--- src/rtl/slx_pkg.sv ---
`default_nettype none

package slx_pkg;

    typedef logic [2:0] t_kind;
    typedef logic [3:0] t_cat;

    localparam t_kind KIND_SKIP    = 3'd0;
    localparam t_kind KIND_START   = 3'd1;
    localparam t_kind KIND_CONT    = 3'd2;
    localparam t_kind KIND_STRING  = 3'd3;
    localparam t_kind KIND_INVALID = 3'd4;

    localparam t_cat CAT_VARIABLE = 4'd0;
    localparam t_cat CAT_WORD     = 4'd1;
    localparam t_cat CAT_NUMBER   = 4'd2;
    localparam t_cat CAT_PLUS     = 4'd3;
    localparam t_cat CAT_MINUS    = 4'd4;
    localparam t_cat CAT_OPERATOR = 4'd5;
    localparam t_cat CAT_BRACKET  = 4'd6;
    localparam t_cat CAT_QUOTE    = 4'd7;
    localparam t_cat CAT_COMMA    = 4'd8;
    localparam t_cat CAT_QUESTION = 4'd9;
    localparam t_cat CAT_COLON    = 4'd10;
    localparam t_cat CAT_INVALID  = 4'd15;

    localparam logic [7:0] CH_NUL    = 8'h00;
    localparam logic [7:0] CH_TAB    = 8'h09;
    localparam logic [7:0] CH_LF     = 8'h0A;
    localparam logic [7:0] CH_CR     = 8'h0D;
    localparam logic [7:0] CH_SPACE  = 8'h20;
    localparam logic [7:0] CH_BANG   = 8'h21;
    localparam logic [7:0] CH_DQUOTE = 8'h22;
    localparam logic [7:0] CH_DOLLAR = 8'h24;
    localparam logic [7:0] CH_PCT    = 8'h25;
    localparam logic [7:0] CH_AMP    = 8'h26;
    localparam logic [7:0] CH_SQUOTE = 8'h27;
    localparam logic [7:0] CH_LPAREN = 8'h28;
    localparam logic [7:0] CH_RPAREN = 8'h29;
    localparam logic [7:0] CH_STAR   = 8'h2A;
    localparam logic [7:0] CH_PLUS   = 8'h2B;
    localparam logic [7:0] CH_COMMA  = 8'h2C;
    localparam logic [7:0] CH_MINUS  = 8'h2D;
    localparam logic [7:0] CH_DOT    = 8'h2E;
    localparam logic [7:0] CH_SLASH  = 8'h2F;
    localparam logic [7:0] CH_0      = 8'h30;
    localparam logic [7:0] CH_9      = 8'h39;
    localparam logic [7:0] CH_COLON  = 8'h3A;
    localparam logic [7:0] CH_LT     = 8'h3C;
    localparam logic [7:0] CH_EQ     = 8'h3D;
    localparam logic [7:0] CH_GT     = 8'h3E;
    localparam logic [7:0] CH_QUEST  = 8'h3F;
    localparam logic [7:0] CH_UA     = 8'h41;
    localparam logic [7:0] CH_UF     = 8'h46;
    localparam logic [7:0] CH_US     = 8'h53;
    localparam logic [7:0] CH_UX     = 8'h58;
    localparam logic [7:0] CH_UZ     = 8'h5A;
    localparam logic [7:0] CH_LBRACK = 8'h5B;
    localparam logic [7:0] CH_BSLASH = 8'h5C;
    localparam logic [7:0] CH_RBRACK = 8'h5D;
    localparam logic [7:0] CH_CARET  = 8'h5E;
    localparam logic [7:0] CH_UNDER  = 8'h5F;
    localparam logic [7:0] CH_LA     = 8'h61;
    localparam logic [7:0] CH_LF_    = 8'h66;
    localparam logic [7:0] CH_LN     = 8'h6E;
    localparam logic [7:0] CH_LR     = 8'h72;
    localparam logic [7:0] CH_LS     = 8'h73;
    localparam logic [7:0] CH_LT_    = 8'h74;
    localparam logic [7:0] CH_LX     = 8'h78;
    localparam logic [7:0] CH_LZ     = 8'h7A;
    localparam logic [7:0] CH_PIPE   = 8'h7C;
    localparam logic [7:0] CH_TILDE  = 8'h7E;

    typedef struct packed {
        logic [7:0] out_char;
        t_kind      kind;
        t_cat       category;
        logic       end_of_text;
    } t_result;

endpackage

`default_nettype wire

--- src/rtl/script_lexer_core.sv ---
// Each accepted result is registered in the output register, or in the skid register.
// Throughput: one character per cycle; the lexer state updates in the same cycle.
// A skid register holds one result while the output side stalls; the input stalls only
// while that register is full.
// Reset is synchronous and active low; it clears the lexer state and both result valid flags.
`default_nettype none

module script_lexer_core
    import slx_pkg::*;
(
    input  wire logic       i_clk,
    input  wire logic       i_rst_n,
    input  wire logic       i_in_valid,
    output logic            o_in_stall,
    input  wire logic [7:0] i_ch,
    input  wire logic       i_last,
    output logic            o_out_valid,
    input  wire logic       i_out_stall,
    output logic [7:0]      o_out_char,
    output logic [2:0]      o_kind,
    output logic [3:0]      o_category,
    output logic            o_end_of_text
);

    function automatic logic f_digit(input logic [7:0] c);
        return (c >= CH_0) && (c <= CH_9);
    endfunction

    function automatic logic f_alpha(input logic [7:0] c);
        return ((c >= CH_LA) && (c <= CH_LZ)) || ((c >= CH_UA) && (c <= CH_UZ));
    endfunction

    function automatic logic f_space(input logic [7:0] c);
        return (c == CH_SPACE) || ((c >= CH_TAB) && (c <= CH_CR));
    endfunction

    function automatic logic f_op(input logic [7:0] c);
        return (c == CH_STAR) || (c == CH_SLASH) || (c == CH_PCT) || (c == CH_EQ) ||
               (c == CH_GT) || (c == CH_LT) || (c == CH_BANG) || (c == CH_PIPE) ||
               (c == CH_AMP) || (c == CH_CARET) || (c == CH_TILDE);
    endfunction

    function automatic t_cat f_classify(input logic [7:0] c);
        t_cat k;
        if (c == CH_DOLLAR) k = CAT_VARIABLE;
        else if (f_alpha(c)) k = CAT_WORD;
        else if (f_digit(c)) k = CAT_NUMBER;
        else if (c == CH_PLUS) k = CAT_PLUS;
        else if (c == CH_MINUS) k = CAT_MINUS;
        else if (f_op(c)) k = CAT_OPERATOR;
        else if ((c == CH_LPAREN) || (c == CH_RPAREN) || (c == CH_LBRACK) ||
                 (c == CH_RBRACK)) k = CAT_BRACKET;
        else if (c == CH_COMMA) k = CAT_COMMA;
        else if ((c == CH_DQUOTE) || (c == CH_SQUOTE)) k = CAT_QUOTE;
        else if (c == CH_QUEST) k = CAT_QUESTION;
        else if (c == CH_COLON) k = CAT_COLON;
        else k = CAT_INVALID;
        return k;
    endfunction

    function automatic logic f_continues(input logic [7:0] c, input t_cat cat,
                                         input logic first_lt, input logic first_gt);
        logic r;
        case (cat)
            CAT_VARIABLE, CAT_WORD: r = f_alpha(c) || f_digit(c) || (c == CH_UNDER);
            CAT_NUMBER: r = f_digit(c) || ((c >= CH_UA) && (c <= CH_UF)) ||
                            ((c >= CH_LA) && (c <= CH_LF_)) || (c == CH_LX) ||
                            (c == CH_UX) || (c == CH_LS) || (c == CH_US) || (c == CH_DOT);
            CAT_PLUS: r = (c == CH_PLUS) || (c == CH_EQ);
            CAT_MINUS: r = (c == CH_MINUS) || (c == CH_EQ);
            CAT_OPERATOR: r = (c == CH_EQ) || ((c == CH_LT) && first_lt) ||
                              ((c == CH_GT) && first_gt);
            default: r = 1'b0;
        endcase
        return r;
    endfunction

    logic    r_open_valid, n_open_valid;
    t_cat    r_open_cat, n_open_cat;
    logic    r_first_lt, n_first_lt;
    logic    r_first_gt, n_first_gt;
    logic    r_in_string, n_in_string;
    logic    r_escape, n_escape;
    logic    r_out_valid;
    t_result r_out;
    logic    r_skid_valid;
    t_result r_skid;
    t_result n_res;
    t_cat    w_class;
    logic    w_in_acc;
    logic    w_out_free;

    assign w_in_acc   = i_in_valid && !r_skid_valid;
    assign w_out_free = !r_out_valid || !i_out_stall;
    assign w_class    = f_classify(i_ch);

    always_comb begin
        n_open_valid = r_open_valid;
        n_open_cat   = r_open_cat;
        n_first_lt   = r_first_lt;
        n_first_gt   = r_first_gt;
        n_in_string  = r_in_string;
        n_escape     = r_escape;
        n_res.out_char    = i_ch;
        n_res.kind        = KIND_SKIP;
        n_res.category    = CAT_VARIABLE;
        n_res.end_of_text = i_last || (i_ch == CH_NUL);

        if (i_ch == CH_NUL) begin
            n_open_valid = 1'b0;
            n_open_cat   = CAT_VARIABLE;
            n_first_lt   = 1'b0;
            n_first_gt   = 1'b0;
            n_in_string  = 1'b0;
            n_escape     = 1'b0;
        end else if (r_in_string) begin
            n_res.category = CAT_QUOTE;
            if (r_escape) begin
                n_escape   = 1'b0;
                n_res.kind = KIND_STRING;
                if (i_ch == CH_LN) n_res.out_char = CH_LF;
                else if (i_ch == CH_LR) n_res.out_char = CH_CR;
                else if (i_ch == CH_LT_) n_res.out_char = CH_TAB;
            end else if (i_ch == CH_BSLASH) begin
                n_escape   = 1'b1;
                n_res.kind = KIND_SKIP;
            end else if ((i_ch == CH_DQUOTE) || (i_ch == CH_SQUOTE)) begin
                n_in_string = 1'b0;
                n_res.kind  = KIND_CONT;
            end else begin
                n_res.kind = KIND_STRING;
            end
        end else if (r_open_valid && f_continues(i_ch, r_open_cat, r_first_lt, r_first_gt)) begin
            n_res.kind     = KIND_CONT;
            n_res.category = r_open_cat;
            if (r_open_cat >= CAT_PLUS) begin
                n_open_valid = 1'b0;
                n_open_cat   = CAT_VARIABLE;
                n_first_lt   = 1'b0;
                n_first_gt   = 1'b0;
            end
        end else begin
            n_open_valid = 1'b0;
            n_open_cat   = CAT_VARIABLE;
            n_first_lt   = 1'b0;
            n_first_gt   = 1'b0;
            if (f_space(i_ch)) begin
                n_res.kind = KIND_SKIP;
            end else if (w_class == CAT_INVALID) begin
                n_res.kind = KIND_INVALID;
            end else begin
                n_res.kind     = KIND_START;
                n_res.category = w_class;
                if (w_class == CAT_QUOTE) begin
                    n_in_string = 1'b1;
                    n_escape    = 1'b0;
                end else if (w_class <= CAT_OPERATOR) begin
                    n_open_valid = 1'b1;
                    n_open_cat   = w_class;
                    n_first_lt   = (i_ch == CH_LT);
                    n_first_gt   = (i_ch == CH_GT);
                end
            end
        end

        if (i_last) begin
            n_open_valid = 1'b0;
            n_open_cat   = CAT_VARIABLE;
            n_first_lt   = 1'b0;
            n_first_gt   = 1'b0;
            n_in_string  = 1'b0;
            n_escape     = 1'b0;
        end
    end

    always_ff @(posedge i_clk) begin
        if (!i_rst_n) begin
            r_open_valid <= 1'b0;
            r_open_cat   <= CAT_VARIABLE;
            r_first_lt   <= 1'b0;
            r_first_gt   <= 1'b0;
            r_in_string  <= 1'b0;
            r_escape     <= 1'b0;
        end else if (w_in_acc) begin
            r_open_valid <= n_open_valid;
            r_open_cat   <= n_open_cat;
            r_first_lt   <= n_first_lt;
            r_first_gt   <= n_first_gt;
            r_in_string  <= n_in_string;
            r_escape     <= n_escape;
        end
    end

    always_ff @(posedge i_clk) begin
        if (!i_rst_n) begin
            r_out_valid  <= 1'b0;
            r_skid_valid <= 1'b0;
        end else if (w_out_free) begin
            if (r_skid_valid) begin
                r_out_valid  <= 1'b1;
                r_skid_valid <= 1'b0;
            end else begin
                r_out_valid <= w_in_acc;
            end
        end else if (w_in_acc) begin
            r_skid_valid <= 1'b1;
        end
    end

    always_ff @(posedge i_clk) begin
        if (w_out_free) begin
            if (r_skid_valid) begin
                r_out <= r_skid;
            end else if (w_in_acc) begin
                r_out <= n_res;
            end
        end else if (w_in_acc) begin
            r_skid <= n_res;
        end
    end

    assign o_in_stall    = r_skid_valid;
    assign o_out_valid   = r_out_valid;
    assign o_out_char    = r_out.out_char;
    assign o_kind        = r_out.kind;
    assign o_category    = r_out.category;
    assign o_end_of_text = r_out.end_of_text;

endmodule

`default_nettype wire

--- config.mk ---
export PLATFORM = sky130hd
export DESIGN_NAME = script_lexer_core
export DESIGN_NICKNAME = d
export VERILOG_FILES = /design/src/rtl/slx_pkg.sv /design/src/rtl/script_lexer_core.sv
export SDC_FILE = /design/constraint.sdc
export NUM_CORES = 1
export LEC_CHECK = 0
export BUFFER_PORTS_ARGS = -buffer_cell sky130_fd_sc_hd__buf_2
export CORE_MARGIN = 2
export CORE_UTILIZATION = 40
export CTS_CLUSTER_DIAMETER = 100
export DETAILED_ROUTE_END_ITERATION = 8
export MAX_ROUTING_LAYER = met4
export SLEW_MARGIN = 20
export SYNTH_ARGS = -nofsm -noshare
export SYNTH_HDL_FRONTEND = slang
export SYNTH_SLANG_ARGS = --single-unit
--- constraint.sdc ---
create_clock -name i_clk -period 2.6 [get_ports i_clk]
set_input_delay 0 -clock i_clk [delete_from_list [all_inputs] [get_ports i_clk]]
set_output_delay 0 -clock i_clk [all_outputs]
set_load 0.01 [all_outputs]
# Yosys cells after proc, flatten, opt, wreduce, memory -nomap -nowiden
# Cells that the tools add are included.
[totals]
register_bits = 43
in_bits = 13
output_inout_bits = 18
word_cells = 215
[classes]
order_cmp = 12
n_eq_ne = 46
n_mux = 85
n_bitwise = 2
reduce_logical = 54
[ops]
columns = ["op", "n"]
rows = [
  ["== test 8 x 6 -> 1 bit (second input constant)", 20],
  ["== test 8 x 7 -> 1 bit (second input constant)", 14],
  ["two-way mux 4 bit", 20],
  ["two-way mux 1 bit", 48],
  ["two-way mux 8 bit", 5],
  ["less-or-equal comparator 8 x 7 -> 1 bit (second input constant)", 4],
  ["two-way mux 16 bit", 2],
  ["logical OR 1 bit", 31],
  [">= comparator 8 x 7 -> 1 bit (second input constant)", 2],
  ["two-way mux 15 bit", 1],
  ["two-way mux 7 bit", 2],
  ["== test 4 x 3 -> 1 bit (second input constant)", 3],
  ["two-way mux 3 bit", 4],
  ["inequality test 4 bit (second input constant)", 3],
  ["logical AND 1 bit", 10],
  ["== test 4 x 2 -> 1 bit (second input constant)", 2],
  [">= comparator 8 x 4 -> 1 bit (second input constant)", 1],
  [">= comparator 8 x 6 -> 1 bit (second input constant)", 1],
  ["less-or-equal comparator 8 x 4 -> 1 bit (second input constant)", 1],
  ["less-or-equal comparator 8 x 6 -> 1 bit (second input constant)", 1],
  ["logical NOT 8 bit", 1],
  ["one-hot mux 1 bit (5 select lines)", 1],
  ["AND reduction 5 bit", 1],
  ["== test 4 x 1 -> 1 bit (second input constant)", 1],
  ["14 further kinds", 20],
]

# Longest topological paths before layout
# Gate-level depths: netlist of run 1.
[depth]
ltp_word = 26
ltp_mapped = 11
ltp_nobuf = 8

# Worst setup path before layout of run 1
# Ideal clock, no wire load.
[synth_timing]
kind = "flip-flop to flip-flop"
from = "reg r_open_cat[1]"
to = "reg r_out, in the netlist o_category[2], data pin"
setup_ns = 0.260
arrival_ns = 2.308
required_ns = 2.340
setup_slack_ns = 0.032
stages_incl_launch_ff = 9
path_buffers = 1
synth_period_minus_slack_ns = 2.568
cell_sequence = "dfxtp_1 > clkbuf_1 > or4b_2 > nor2_1 > o21ai_0 > a41oi_4 > nor3_2 > a32o_1 > mux2_4"
[synth_rtl]
columns = ["item", "line_no", "rtl"]
rows = [
  ["start: declaration", "script_lexer_core.sv:79", "t_cat r_open_cat, n_open_cat;"],
  ["start signal: assignment", "script_lexer_core.sv:186", "r_open_cat <= n_open_cat;"],
  ["end signal: assignment", "script_lexer_core.sv:213", "r_out <= r_skid;"],
  ["end signal: assignment", "script_lexer_core.sv:215", "r_out <= n_res;"],
  ["end: declaration", "script_lexer_core.sv:85", "t_result r_out;"],
]

==> results of run 1 <==
==> where the power goes <==
part,internal (mW),switching (mW)
clock,0.286,0.251
combinational,0.0905,0.138
sequential,0.774,0.00752
total,1.15,0.397
==> cell families after synthesis <==
kind of cell,after synthesis
simple gates,118
compound gates,68
flops,43
buf+inv,32
mux,10
xor+xnor,2
==> placed cells by master (no fill, tap or decap), drive strengths merged, types with 3 or more instances in the layout <==
cell type  netlist  layout
nand2           24      24
clkbuf          19       5
edfxtp          32      32
nand3           15      15
or3              4       4
o31ai           13      13
a32o             3       3
dfxtp           11      11
buf              6      49
or4b             4       4
nor2            21      21
nand3b           3       3
a31oi            3       3
nor3b            3       3
a41oi            3       3
nand2b           6       6
o21ai            9       9
nand4            4       4
o21a             3       3
inv              7       7
nor2b            6       6
a21o             3       3
nor4             3       3
and2             4       4
nor3             9       9
mux2             9       9
a21oi            9       9
==> metal layers <==
layer | up-vias | global-route usage, % | wire, um
met5 | - | - | 0
met4 | 0 | 6.35 | 180
met2 | 77 | 28.3 | 2860
met3 | 17 | 2.92 | 334
met1 | 1065 | 26.2 | 3000
li1 | 1107 | - | -
==> repair_timing <==
| item | CTS | global route |
|---|---|---|
| resized for setup | 0 | 1 |
| hold buffers | 1 | 0 |
| setup endpoints to repair | 0 | 1 |
| endpoints found under the hold margin | 1 | 0 |
==> layout make-up <==
class	instances	area [sq um]	share of cell area (%)
clock buffer	5	68.8	2.26
inverter	7	26.3	0.864
timing repair buffer	50	303	9.95
sequential	43	1180	38.8
multi-input combinational	198	1320	43.5
tap	77	96.3	3.17
clock inverter	3	43.8	1.44
==> cell usage after synthesis, types with 3 or more instances <==
library cell	n	area share, %
o31ai_1	13	3.7
nor2b_1	6	1.4
a21o_1	3	0.86
a21oi_1	9	1.7
nor3b_1	3	0.86
buf_2	5	0.95
nor3_1	8	1.5
inv_1	6	0.86
or3_1	4	0.95
nand4_1	4	0.95
nor2_1	21	3.0
dfxtp_1	11	8.4
clkbuf_1	19	2.7
nor4_1	3	0.71
nand2b_1	6	1.4
o21ai_0	9	1.7
nand2_1	24	3.4
a31oi_1	3	0.71
mux2_2	7	3.0
and2_1	4	0.95
nand3_1	15	2.9
a32o_1	3	1.1
nand3b_1	3	0.86
edfxtp_1	32	37
o21a_1	3	0.86
==> worst max-delay path: stages, from the launching register on <==
cell and delay (ns):
dfxtp_1 0.38, or4b_2 0.65, nor2_1 0.10, o21ai_0 0.17, a41oi_4 0.30, nor3_4 0.09
a32o_1 0.29, mux2_4 0.25
==> path summary, 6_finish.rpt <==
kind / from / cells past startpoint / slack, ns / end
max: r_open_cat[3] / 7 / 0.12 / o_category[2]
min: i_ch[7] / 1 / 0.02 / r_skid[15]
max reg2reg: r_open_cat[3] / 7 / 0.12 / o_category[2]
min reg2reg: r_first_gt / 2 / 0.47 / r_first_gt
==> state kept, by name, summed over array words and instances (netlist names), 3 cells and up <==
name and cells:
r_skid 16, o_out_char 8, o_category 4, r_open_cat 4, o_kind 3
==> flow_metrics.env, run 1 <==
export IMPL_syn_nets=286
export IMPL_drive_above_1_share_pct=25.5
export IMPL_yosys_mux_area_fraction_pct=4.52
export IMPL_worst_slew_pin_slew_ns=0.610
export IMPL_clock_fmax_ghz=0.403
export IMPL_maxCapViolCount=0
export IMPL_path_clk_slew_ns=0.09
export IMPL_place_area_sq_um=2910
export IMPL_vdd_drop_max_v=0.000321
export IMPL_clock_root_buffer="clkbuf_8"
export IMPL_setup_viol=0
export IMPL_place_congestion=0.910
export IMPL_syn_area_sq_um=2630
export IMPL_powerDensity_nw_per_um2=509
export IMPL_clock_sinks=43
export IMPL_hold_path_class="input pin to register"
export IMPL_fin_ws_ns=0.118
export IMPL_drc_errors=0
export IMPL_holdWs_ns=0.0187
export IMPL_grt_remaining_overflow=0
export IMPL_routed_via_density=5.92
export IMPL_yosys_register_bits=43
export IMPL_synth_distinct_cells=61
export IMPL_finish_instance_area_sq_um=3040
export IMPL_crit_path_max_fanout=8
export IMPL_htree_levels=2
export IMPL_finalClockSkew_ns=0.0107
export IMPL_synth_fa_ha_area_share_pct=0
export IMPL_p_leak_nw=1.09
export IMPL_drt_iter0_drc=111
export IMPL_vias=2266
export IMPL_synthSimpleGateAreaFrac_pct=24.9
export IMPL_nNetsFinal=318
export IMPL_synthFlopType="edfxtp_1"
export IMPL_diodes=0
export IMPL_die_y_um=85.1
export IMPL_core_sq_um=6350
export IMPL_synth_compound_area_share_pct=20.0
export IMPL_areaGrowthSynthToFinish_pct=15.6
export IMPL_hold_violations=0
export IMPL_finalSetupTns_ns=0
export IMPL_post_cts_setup_buffers=0
export IMPL_numPortBuffers=30
export IMPL_placed_cells=374
export IMPL_cts_made_buffers=5
export IMPL_tritoncts="yes"
export IMPL_grt_pass1_wl_mm=10.7
export IMPL_post_place_ws_ns=0.106
export IMPL_crit_arrival_ns=2.54
export IMPL_outcome="complete, no violations"
export IMPL_start_util_pct=41.4
export IMPL_grt_start_max_net_pins=23
export IMPL_fillCellCount=600
export IMPL_pin_count=31
export IMPL_worstSetupPathType="register to register"
export IMPL_grt_pass1_vias=2150
export IMPL_finalCritPeriodShare_pct=95.5
export IMPL_wirelength_mm=6.37
export IMPL_dpl_hpwl_mm=4.67
export IMPL_synth_edf_count=32
export IMPL_end_kind="register"
export IMPL_syn_inst=273
export IMPL_synthXorXnorAreaFrac_pct=0.666
export IMPL_start_kind="register"
export IMPL_postRouteAntennaNets=0
export IMPL_synthArstFlopShare_pct=0
export IMPL_drv_slew=0
export IMPL_maxSlewHeadroom_pct=59.2
export IMPL_dr_pass1_iters=4
export IMPL_ys_seq_area_share_pct=44.9
export IMPL_std_cell_rows=29
export IMPL_cp_required_ns=2.66
export IMPL_die_w_um=85.1
export IMPL_clk_latency_ns=0.30
export IMPL_synth_top_family_by_area="simple AND/OR/NAND/NOR gates"
export IMPL_utilization_pct=47.9
export IMPL_grt_antenna_before_repair=0
export IMPL_grt_usage_pct=18.9
export IMPL_dieArea_sq_um=7240
export IMPL_rsz0062_at_grt="yes"
export IMPL_period_minus_slack_ns=2.48
export IMPL_ys_warnings_count=0
export IMPL_avgSynthCellArea_sq_um=9.64
export IMPL_cts_buffer_depth=2
export IMPL_wl_per_cell_um=16.6
export IMPL_stdcell_count=383
export IMPL_fin_total_pwr_mw=1.55
Power figures use the tool's default switching activity.
==> run 2, diff against run 1 <==
--- a/config.mk
+++ b/config.mk
@@ -10,6 +10,7 @@
 export CORE_UTILIZATION = 40
 export CTS_CLUSTER_DIAMETER = 100
 export DETAILED_ROUTE_END_ITERATION = 8
+export HOLD_SLACK_MARGIN = 0.06
 export MAX_ROUTING_LAYER = met4
 export SLEW_MARGIN = 20
 export SYNTH_ARGS = -nofsm -noshare
==> flow_metrics.env, run 2 (synthesized netlist as in run 1, its figures left out) <==
export IMPL_outcome="complete, no violations"
export IMPL_grt_remaining_overflow=0
export IMPL_stdcell_count=386
export IMPL_layout_commonest_cell="edfxtp_1"
export IMPL_tritoncts="yes"
export IMPL_core_sq_um=6350
export IMPL_path_clk_slew_ns=0.09
export IMPL_p_switching_mw=0.396
export IMPL_hold_violations=0
export IMPL_cp_required_ns=2.65
export IMPL_numPortBuffers=30
export IMPL_grt_pass1_vias=2155
export IMPL_wl_per_cell_um=16.5
export IMPL_drive_above_1_share_pct=25.2
export IMPL_htree_levels=2
export IMPL_clock_root_buffer="clkbuf_8"
export IMPL_worst_slew_pin_slew_ns=0.601
export IMPL_dr_pass1_iters=4
export IMPL_drt_iter0_drc=110
export IMPL_pwr_share_clk_pct=34.6
export IMPL_fin_ws_ns=0.116
export IMPL_crit_arrival_ns=2.54
export IMPL_diodes=0
export IMPL_intPower_mw=1.15
export IMPL_critical_path_buf_inv_count=0
export IMPL_start_kind="register"
export IMPL_dieArea_sq_um=7240
export IMPL_start_util_pct=41.4
export IMPL_largest_reg_flops=16
export IMPL_cp_cell_sequence="or4b_2, nor2_1, o21ai_0, a41oi_4, nor3_4, a32o_1, mux2_4"
export IMPL_clk_latency_ns=0.30
export IMPL_hold_path_class="input pin to register"
export IMPL_nNetsFinal=321
export IMPL_placed_cells=374
export IMPL_maxCapViolCount=0
export IMPL_final_cell_mix="32 x edfxtp_1, 30 x buf_2, 24 x nand2_1, 21 x nor2_1, 19 x buf_4"
export IMPL_grt_pass1_wl_mm=10.7
export IMPL_maxSlewHeadroom_pct=59.8
export IMPL_post_cts_setup_buffers=0
export IMPL_crit_family="simple AND/OR/NAND/NOR gates"
export IMPL_finalClockSkew_ns=0.00883
export IMPL_powerDensity_nw_per_um2=505
export IMPL_finalCritPeriodShare_pct=95.5
export IMPL_postRouteAntennaNets=0
export IMPL_setup_viol=0
export IMPL_std_cell_rows=29
export IMPL_rsz0062_at_grt="yes"
export IMPL_post_place_ws_ns=0.106
export IMPL_clock_fmax_ghz=0.403
export IMPL_grt_start_max_net_pins=23
export IMPL_period_minus_slack_ns=2.48
export IMPL_largest_register="r_skid"
export IMPL_drv_slew=0
export IMPL_slowest_stage="or4b_2"
export IMPL_vias=2256
export IMPL_comb_power_share_pct=14.9
export IMPL_pin_count=31
export IMPL_crit_path_max_fanout=5
export IMPL_die_w_um=85.1
export IMPL_drc_errors=0
export IMPL_critPathMaxStageDelay_ns=0.69
export IMPL_grt_antenna_before_repair=0
export IMPL_cts_buffer_depth=2
export IMPL_pwr_share_seq_pct=50.5
export IMPL_die_y_um=85.1
export IMPL_clock_sinks=43
export IMPL_areaGrowthSynthToFinish_pct=16.7
export IMPL_dpl_hpwl_mm=4.67
export IMPL_p_leak_nw=1.10
export IMPL_cts_made_buffers=5
export IMPL_end_kind="register"
export IMPL_vdd_drop_max_v=0.000322
export IMPL_grt_usage_pct=18.9
export IMPL_place_congestion=0.910
export IMPL_p_sw_share_pct=25.5
export IMPL_routed_via_density=5.84
export IMPL_wirelength_mm=6.36
export IMPL_worstSetupPathType="register to register"
## run 2: changes by cell type in the layout (fill, tap and decap cells not counted), sizes merged
cell / previous run / this run
dlygate4sd3: 1 / 4
## run 2: routing by layer
metal,routed length (um),track usage [%],up-vias
met5,0,-,-
met4,158,6.35,0
met3,368,2.92,13
met2,2850,28.5,77
met1,2980,26.1,1056
li1,-,-,1110
## run 2: what timing repair did
| item | CTS | global route |
|---|---|---|
| endpoints found under the setup margin | 0 | 1 |
| endpoints found under the hold margin | 5 | 0 |
| gates resized for setup | 0 | 1 |
| hold buffers | 4 | 0 |
## run 2: power groups by stage
| stage | Clock (mW) | Sequential, mW | Combinational (mW) |
|---|---|---|---|
| 2_1_floorplan | 0 | 0.810 | 0.139 |
| 3_5_place_dp | 0 | 0.798 | 0.226 |
| 3_3_place_gp | 0 | 0.797 | 0.224 |
| 5_1_grt | 0.572 | 0.785 | 0.257 |
| 4_1_cts | 0.555 | 0.782 | 0.232 |
| 6_report | 0.536 | 0.782 | 0.231 |
## run 2: worst reg2reg max path: cells and delay by family, from the launching register on
| kind | cells | cell delay, ns |
|---|---|---|
| AOI/OAI and AO/OA | 3 | 0.76 |
| muxes | 1 | 0.25 |
| DFF | 1 | 0.34 |
| and+or+nand+nor | 3 | 0.88 |
## run 2: final cells by class
| cell class | instances | area (sq um) |
|---|---|---|
| Clock buffer | 5 | 68.8 |
| Clock inverter | 3 | 43.8 |
| Fill cell | 601 | 3280 |
| Inverter | 7 | 26.3 |
| Multi-Input combinational cell | 198 | 1320 |
| Sequential cell | 43 | 1180 |
| Tap cell | 77 | 96.3 |
| Timing Repair Buffer | 53 | 333 |
## run 2: path summary, 6_finish.rpt
check | cells after the start | start | slack [ns] | end
min reg2reg | 2 | r_first_gt | 0.47 | r_first_gt
min | 2 | i_rst_n | 0.08 | r_escape
max reg2reg | 7 | r_open_cat[2] | 0.12 | o_category[2]
max | 7 | r_open_cat[2] | 0.12 | o_category[2]
## run 2: metrics by stage
step / setup TNS, ns / cell area [sq um] / total power, mW / hold WS, ns / utilization, %
CTS: 0 / 3070 / 1.57 / 0.0726 / 48.3
finish: 0 / 3070 / 1.55 / 0.0762 / 48.4
global placement: 0 / 2910 / 1.02 / 0.306 / 45.9
detailed placement: 0 / 2910 / 1.02 / 0.304 / 45.9
global route: -0.00647 / 3070 / 1.61 / 0.0898 / 48.4
floorplan: 0 / 2630 / 0.950 / 0.153 / -
==> run 3, diff against run 2 <==
--- a/config.mk
+++ b/config.mk
@@ -6,7 +6,6 @@
 export NUM_CORES = 1
 export LEC_CHECK = 0
 export BUFFER_PORTS_ARGS = -buffer_cell sky130_fd_sc_hd__buf_2
-export CORE_MARGIN = 2
 export CORE_UTILIZATION = 40
 export CTS_CLUSTER_DIAMETER = 100
 export DETAILED_ROUTE_END_ITERATION = 8
==> flow_metrics.env, run 3 (synthesized netlist as in run 1, its figures left out) <==
export IMPL_largest_reg_flops=16
export IMPL_outcome="complete, no violations"
export IMPL_clock_fmax_ghz=0.401
export IMPL_place_congestion=0.878
export IMPL_finish_instance_area_sq_um=3050
export IMPL_clock_sinks=43
export IMPL_utilization_pct=48.0
export IMPL_fillCellCount=620
export IMPL_grt_usage_pct=19.0
export IMPL_period_minus_slack_ns=2.49
export IMPL_rsz0062_at_grt="no"
export IMPL_die_y_um=83.1
export IMPL_pwr_share_seq_pct=54.3
export IMPL_critPathMaxStageDelay_ns=0.46
export IMPL_hold_violations=0
export IMPL_cts_resized=0
export IMPL_dr_pass1_iters=5
export IMPL_grt_pass1_vias=1962
export IMPL_largest_register="r_skid"
export IMPL_finalCritPeriodShare_pct=95.9
export IMPL_grt_antenna_before_repair=0
export IMPL_crit_family="compound AO/OA/AOI/OAI gates"
export IMPL_place_area_sq_um=2940
export IMPL_path_clk_slew_ns=0.09
export IMPL_diodes=0
export IMPL_layout_commonest_cell="edfxtp_1"
export IMPL_areaGrowthSynthToFinish_pct=15.9
export IMPL_worst_slew_pin_slew_ns=0.635
export IMPL_hold_path_class="input pin to register"
export IMPL_crit_path_max_fanout=8
export IMPL_cp_cell_sequence="nor4bb_1, and3_1, a41oi_1, a41oi_4, nor3_2, buf_4, nand2_1, o41ai_1"
export IMPL_finalSetupTns_ns=0
export IMPL_vdd_drop_max_v=0.000219
export IMPL_maxCapViolCount=0
export IMPL_grt_start_max_net_pins=23
export IMPL_critical_path_depth=8
export IMPL_clock_root_buffer="clkbuf_8"
export IMPL_slowest_stage="dfxtp_1"
export IMPL_drc_errors=0
export IMPL_dpl_hpwl_mm=4.50
export IMPL_maxSlewHeadroom_pct=56.6
export IMPL_tritoncts="yes"
export IMPL_start_util_pct=41.4
export IMPL_std_cell_rows=29
export IMPL_setup_viol=0
export IMPL_start_kind="register"
export IMPL_drv_slew=0
export IMPL_wirelength_mm=6.16
export IMPL_placed_cells=377
export IMPL_vias=2262
export IMPL_cts_made_buffers=5
export IMPL_pin_count=31
export IMPL_drive_above_1_share_pct=25.7
export IMPL_post_cts_setup_buffers=0
export IMPL_routed_via_density=5.83
export IMPL_final_cell_mix="32 x edfxtp_1, 30 x buf_2, 24 x nand2_1, 22 x buf_4, 21 x nor2_1"
export IMPL_p_sw_share_pct=26.7
export IMPL_crit_arrival_ns=2.59
export IMPL_clk_latency_ns=0.30
export IMPL_cts_buffer_depth=2
export IMPL_intPower_mw=1.06
export IMPL_critical_path_buf_inv_count=1
export IMPL_p_switching_mw=0.384
export IMPL_ff_latch_area_sq_um=1180
export IMPL_post_place_ws_ns=0.110
export IMPL_fin_ws_ns=0.107
export IMPL_htree_levels=2
export IMPL_postCtsHoldBufs=3
export IMPL_worstRegToRegCells=8
export IMPL_nNetsFinal=323
export IMPL_dieArea_sq_um=6910
export IMPL_wl_per_cell_um=15.9
export IMPL_multi_input_area_sq_um=1320
export IMPL_postRouteAntennaNets=0
export IMPL_grt_pass1_wl_mm=10.3
export IMPL_numPortBuffers=30
export IMPL_worstSetupPathType="register to register"
export IMPL_cp_required_ns=2.70
export IMPL_stdcell_count=388
export IMPL_comb_power_share_pct=16.1
export IMPL_pwr_share_clk_pct=29.6
export IMPL_core_sq_um=6350
export IMPL_die_w_um=83.1
export IMPL_grt_remaining_overflow=0
export IMPL_p_leak_nw=1.09
export IMPL_drt_iter0_drc=157
export IMPL_finalClockSkew_ns=0.0105
export IMPL_powerDensity_nw_per_um2=472
export IMPL_end_kind="register"
export IMPL_holdPathStages=3
==> run 3: changes by cell type in the layout (fill, tap and decap cells not counted) <==
cell,before,now
buf_4,19,22
bufinv_16,1,0
clkbuf_1,0,1
clkinv_4,1,0
clkinvlp_4,0,1
dlygate4sd3_1,4,3
nor3_2,0,1
nor3_4,1,0
==> run 3: path summary, 6_finish.rpt <==
path,slack [ns],to,from
worst max-delay path,0.11,o_category[3],r_open_cat[3]
worst min-delay path,0.08,o_out_valid,i_in_valid
worst max register to register,0.11,o_category[3],r_open_cat[3]
worst min register to register,0.47,r_first_gt,r_first_gt
==> run 3: metrics by stage <==
step                hold WS (ns)  power, mW
floorplan                  0.153      0.950
global placement           0.313       1.02
detailed placement         0.311       1.03
CTS                       0.0687       1.45
global route              0.0852       1.52
finish                    0.0754       1.44
==> run 3: layer usage <==
metal | vias up | share of wire, % | global-route usage (%)
met5 | - | 0 | -
met4 | 0 | 1.3 | 5.17
met3 | 7 | 5.8 | 2.98
met2 | 74 | 45 | 26.8
met1 | 1064 | 48 | 28.2
li1 | 1117 | - | -
==> run 3: power by group through the flow <==
stage	sequential, mW	clock [mW]	combinational, mW
after global placement	0.797	0	0.226
after floorplan	0.810	0	0.139
after detailed placement	0.798	0	0.227
after global routing	0.784	0.476	0.255
after CTS	0.782	0.441	0.232
final	0.781	0.427	0.232
==> run 3: tightest hold or removal path: stages <==
cell      delay (ns)
buf_2           0.12
nor2_1          0.07
a21boi_0        0.14
==> run 3: layout make-up <==
class / count / area share (%)
Tap cell: 77 / 3.16
Multi-Input combinational cell: 198 / 43.1
Sequential cell: 43 / 38.7
Clock buffer: 6 / 2.38
Clock inverter: 2 / 0.410
Inverter: 7 / 0.861
Timing Repair Buffer: 55 / 11.3
